===== src/hdl/mmh_pkg.sv =====
// Shared types, state codes and helper functions for the multiply-mix hash engine.
// No dependencies; every other file in hdl/ imports this package.
package mmh_pkg;

  typedef logic [63:0] word_t;

  // One queued block, already classified by the front end.
  typedef struct packed {
    word_t      word_a;
    word_t      word_b;
    word_t      word_c;
    word_t      word_d;
    word_t      seed_even;
    word_t      seed_odd;
    logic       first;
    logic       bank;
    logic       last;
  } entry_t;

  // Front end status seen by the top level.
  typedef struct packed {
    logic       next_bank;
    logic       push;
  } front_stat_t;

  // Queue status seen by the top level.
  typedef struct packed {
    logic [1:0] count;
    logic       pop;
  } queue_stat_t;

  // Back end sequencer states.
  localparam logic [2:0] ST_IDLE = 3'd0;
  localparam logic [2:0] ST_MIX  = 3'd1;
  localparam logic [2:0] ST_FX   = 3'd2;
  localparam logic [2:0] ST_FY   = 3'd3;
  localparam logic [2:0] ST_FZ   = 3'd4;
  localparam logic [2:0] ST_FW   = 3'd5;
  localparam logic [2:0] ST_HASH = 3'd6;

  typedef struct packed {
    logic [2:0] state;
  } back_stat_t;

  localparam int unsigned QueueDepth = 2;

  // Swap the two 32-bit halves of a word.
  function automatic word_t rot32(input word_t v);
    return {v[31:0], v[63:32]};
  endfunction

endpackage


===== src/hdl/mmh_queue.sv =====
// Two-entry queue of classified blocks between the front end and the back end.
// Depends on mmh_pkg.
module mmh_queue
  import mmh_pkg::*;
(
  input  logic        clk,
  input  logic        rst,
  input  logic        push,
  input  entry_t      push_entry,
  input  logic        pop,
  output logic        full,
  output logic        avail,
  output entry_t      head,
  output queue_stat_t stat
);

  entry_t     mem [QueueDepth];
  logic       wptr;
  logic       rptr;
  logic [1:0] count;

  assign full  = (count == 2'(QueueDepth));
  assign avail = (count != 2'd0);
  assign head  = mem[rptr];

  always_ff @(posedge clk) begin
    if (push) begin
      mem[wptr] <= push_entry;
    end
  end

  always_ff @(posedge clk) begin
    if (rst) begin
      wptr  <= 1'b0;
      rptr  <= 1'b0;
      count <= 2'd0;
    end else begin
      if (push) begin
        wptr <= ~wptr;
      end
      if (pop) begin
        rptr <= ~rptr;
      end
      unique case ({push, pop})
        2'b10:   count <= count + 2'd1;
        2'b01:   count <= count - 2'd1;
        default: count <= count;
      endcase
    end
  end

  assign stat.count = count;
  assign stat.pop   = pop;

endmodule


===== config.mk =====
export PLATFORM = sky130hd
export DESIGN_NAME = mmh_queue
export DESIGN_NICKNAME = d
export VERILOG_FILES = /design/src/hdl/mmh_pkg.sv /design/src/hdl/mmh_queue.sv
export SDC_FILE = /design/constraint.sdc
export NUM_CORES = 1
export LEC_CHECK = 0
export BUFFER_PORTS_ARGS = -buffer_cell sky130_fd_sc_hd__buf_2
export CORE_AREA = 2 2 308 310
export CTS_BUF_LIST = sky130_fd_sc_hd__clkbuf_16
export CTS_CLUSTER_DIAMETER = 50
export DETAILED_ROUTE_END_ITERATION = 10
export DIE_AREA = 0 0 310 312
export GPL_ROUTABILITY_DRIVEN = 1
export PLACE_DENSITY = 0.52
export SYNTH_ARGS = -nofsm -noshare
export SYNTH_HDL_FRONTEND = slang
export SYNTH_SLANG_ARGS = --single-unit

===== constraint.sdc =====
create_clock -name clk -period 40.5 [get_ports clk]
set_input_delay 4.05 -clock clk [delete_from_list [all_inputs] [get_ports clk]]
set_output_delay 4.05 -clock clk [all_outputs]
set_load 0.005 [all_outputs]

== Word-level counts from Yosys, hierarchy flattened ==
Memories as Yosys holds them, arrays and structs flattened. A register that Yosys moved wholly into a read port is not among the register bits.
Cells that the tools add are included.
Storage, ports and cells
  memories kept: 1
  flip-flop bits (word level): 4
  word-level logic and storage cells: 18
  RAM bits: 774
  output and inout port bits: 392
  bits of input ports: 391
Memories
  mem: depth 2, width 387, read ports 1, clocked after Yosys merged registers in 1, write ports 1, RTL line mmh_queue.sv:17  | entry_t mem [QueueDepth];
Operators by class
  equal/unequal tests: 3
  reductions and logical operators: 2
  bitwise gates (word level): 2
  add/sub/neg operators: 2
  muxes and demuxes: 5
Operators by type and width (number)
  $eq 2x2->1 const B: 2
  $mux 1: 4
  $pmux 2 s2: 1
  $reduce_bool 2->1: 2
  $add 2x1->2 const B: 1
  $eq 2x1->1 const B: 1
  $not 1->1: 2
  $sub 2x1->2 const B: 1

== Depth between registers and ports, before layout ==
  depth in word-level cells: 3
  depth in mapped cells: 5
  mapped depth without buffers: 5

== Least setup slack after synthesis ==
OpenSTA, ideal clock, no wires.
  path type: input to register
  start point: in push
  end point: mem mem[0][0] (netlist bit) (enable)
  library setup time: 1.156 ns
  buffers on the path: 0
  data required time: 39.344 ns
  slack: 19.044 ns
  stages: 2
  arrival time: 20.300 ns
  cell sequence: inv_1 -> nor2_1
On the way
  cells in the longest elaborated chain, start to end: 2
RTL lines
  from (decl): RTL line mmh_queue.sv:8  | input logic push,
  $mux 1: RTL line mmh_queue.sv:27  | if (push) begin
  $mux 1 (implied by the code): RTL line mmh_queue.sv:28  | mem[wptr] <= push_entry;
  to (decl): RTL line mmh_queue.sv:17
Every way passes these cells.

==> impl_results.md <==
* Postcts setup bufs at 0
* Worst hold path class: reg2reg
* Synth area leaders: edfxtp_1 (79%), mux2_4 (17%), mux2_2 (2.2%)
* Max Clock Freq at around 120 MHz
* Vias/cell at between 4 and 5
* Comb pwr share at 10.6%
* Global routing's busiest layer: met2
* Status: finished, final reports clean
* P_int at around 1500 uW
* Initial Util at 31.8%
* DPL Wire Length at 48.8 mm
* Std-Cell Rows at between 100 and 150
* Fin. Hold Viols at 0
* Post-CTS Resized at 0
* Post-Route WL at 69.7 mm
* Sink Count at 779
* PortBufs at between 700 and 800
* Hold Buf Count CTS at 0
* Die width at 310 um
* Peak VDD IR at 35.4 uV
* Setup TNS at 0 ns
* NumNets Final at 2,469
* Post-Synthesis Cell Area at 0.0295 sq mm
* Initial antenna violation count at 24
* Worst slew pin tran at around 1.2 ns
* Clock tree buffer depth at 3
* GRT Total Usage at 13.8%
* Post-synth EDFFs at just under 800
* Max-slew headroom at 23.1%
* Unrepaired setup endpoints after global routing: false
* Clk slew on worst S/H paths at 0.06 ns
* Root Buffer: clkbuf_16
* Share of cells above drive strength 1 at 61.8%
* Type of origin of the critical path: flop
* TritonCTS clock tree: done
* GR Util met3 at 5.87%
* Post-synth top area cell: edfxtp_1
* Met1 usage at 13.7%
* GP Congestion at 0.788
* Seq/Total Area, Yosys at 79.0%
* Die span in y at 312 um
* Syn nets at 1,619
* Clock buffer count from CTS at 94
* TritonRoute pass-1 iters at 5
* Slew Viols, Final at 0
* Final Skew at 0.0150 ns
* Pwr dens at around 52 mW/mm^2
* WS Path Type: reg2out
* Number of global-route vias before repair at around 16,000
* Insertion delay to the later sink of the worst-skew pair at roughly 0.64 ns
* Cell count after synthesis at 1,227
* Synth Warn # at 0
* Post-Route Utilization at 40.5%
* CORE AREA at ~0.093 sq mm
* Average cell area after synthesis at 24.1 sq um
* Remaining antenna violation count after routing at 0
* Largest net degree at the start of global routing at 121
* Final setup vio count at 0
* Share of power burned in registers at just under 50%
* Sw frac at 22.0%
* Ports at 783
* Netlist cell types at 19
* Critical path peak fanout at 62
* NetSw at roughly 430 uW
* MaxCap Viol Count at 0
* Commonest cells post-synth: edfxtp_1 (774), mux2_4 (330), mux2_2 (57), buf_6 (26), buf_8 (12)
* WP data arrival at 4.34 ns
* First-pass GRT wire length at 99.0 mm
* Setup crit end kind: output port
* Critical Path RT at approximately 36 ns
* Top-count cell post-synth: edfxtp_1
* Clk pwr share at 40.5%
* Total gr overflow at 0
* Grt met2 use at 25.3%
* H-Tree Depth at 3
* Final worst path period share at between 20% and 30%
* First DRT Iteration DRCs at 711
* Synth Flop Type: edfxtp_1
* Full die area at 0.0967 sq mm
* P_leak at 0.0147 uW
* Vias at 14,600
* Top-area cell type share of the netlist area at 78.7%
* Asr flop ratio synth at 0%
* Yosys reg bits at 779
* Drc violations at 0
* Final worst path period need at 8.39 ns
* Avg WL per Cell at just over 20 um
* Area Overhead vs Synth at 27.5%
through the flow:
step	hold slack, ns	area, sq um	total power, uW	setup slack (ns)	instances
5_1_grt	0.544	37700	2030	31.80	3415
6_report	0.528	37700	1960	32.11	3418
4_1_cts	0.528	37600	1990	31.97	3405
3_3_place_gp	0.492	34700	1180	32.15	3235
3_5_place_dp	0.508	34700	1190	32.16	3235
2_1_floorplan	0.480	29500	1120	19.04	1227
path summary, 6_finish.rpt:
| path | start | end | slack (ns) | depth (start not counted) |
|---|---|---|---|---|
| hold / removal | rptr | rptr | 0.53 | 2 |
| setup / recovery | flop | head[313] | 32.11 | 4 |
| hold reg to reg | rptr | rptr | 0.53 | 2 |
| setup reg to reg | wptr | mem[1][337] | 36.26 | 4 |
area by class of cell:
type | count | area (sq um)
antenna | 13 | 32.5
clock buffer | 97 | 2430
clock inverter | 73 | 549
fill | 8587 | 55400
inverter | 1 | 3.75
multi-input combinational | 403 | 5710
sequential | 779 | 23300
tap | 1254 | 1570
timing repair buffer | 798 | 4050
sequential cells by signal (all words and copies together), names as in the netlist, named ones only:
signal and flops:
mem 774, count 2, rptr 1, wptr 1
power groups by stage:
stage / clock, uW / combinational, uW / sequential (uW)
final: 791 / 207 / 957
after global routing: 846 / 223 / 962
after CTS: 815 / 213 / 958
after detailed placement: 0 / 212 / 974
after global placement: 0 / 209 / 972
after floorplan: 0 / 122 / 994
per-layer routing:
| metal | routed length [um] | up-vias |
|---|---|---|
| met5 | 143 | - |
| met1 | 23500 | 7268 |
| met3 | 6430 | 145 |
| met2 | 37700 | 527 |
| met4 | 1950 | 20 |
| li1 | - | 6658 |
critical path: stages (launching register included):
cell and delay (ns):
dfxtp_4 1.02, buf_4 0.98, buf_4 1.01, mux2_4 0.38, buf_2 0.13
logic make-up (layout without fill, tap and decap cells):
| group | after synthesis | count (layout) | share of synthesized area [%] |
|---|---|---|---|
| AND/OR/NAND/NOR | 9 | 9 | 0.148 |
| multiplexers | 387 | 387 | 18.9 |
| other | 0 | 13 | 0 |
| flip-flops | 779 | 779 | 79.0 |
| AO/OA/AOI/OAI | 2 | 2 | 0.0338 |
| XOR/XNOR | 4 | 4 | 0.119 |
| buffers and inverters | 45 | 969 | 1.72 |
| adder cells (fa/ha/maj) | 1 | 1 | 0.0423 |
layout by cell type, fill, tap and decap left out:
master / n
inv_8: 1
dfxtp_4: 1
buf_4: 15
xor2_1: 1
ha_1: 1
buf_12: 1
clkinv_4: 11
dfxtp_1: 4
nor2b_1: 1
diode_2: 13
a21oi_1: 1
and2_4: 1
clkinv_1: 16
mux2_4: 330
nor2_4: 1
clkinv_2: 16
clkinvlp_4: 8
bufinv_16: 6
clkbuf_16: 97
nor2_1: 4
inv_1: 15
or2_2: 1
mux2_2: 57
or3_1: 1
buf_2: 782
inv_6: 1
o21ai_0: 1
xnor2_1: 3
edfxtp_1: 774
Power figures use the tool's default switching activity.
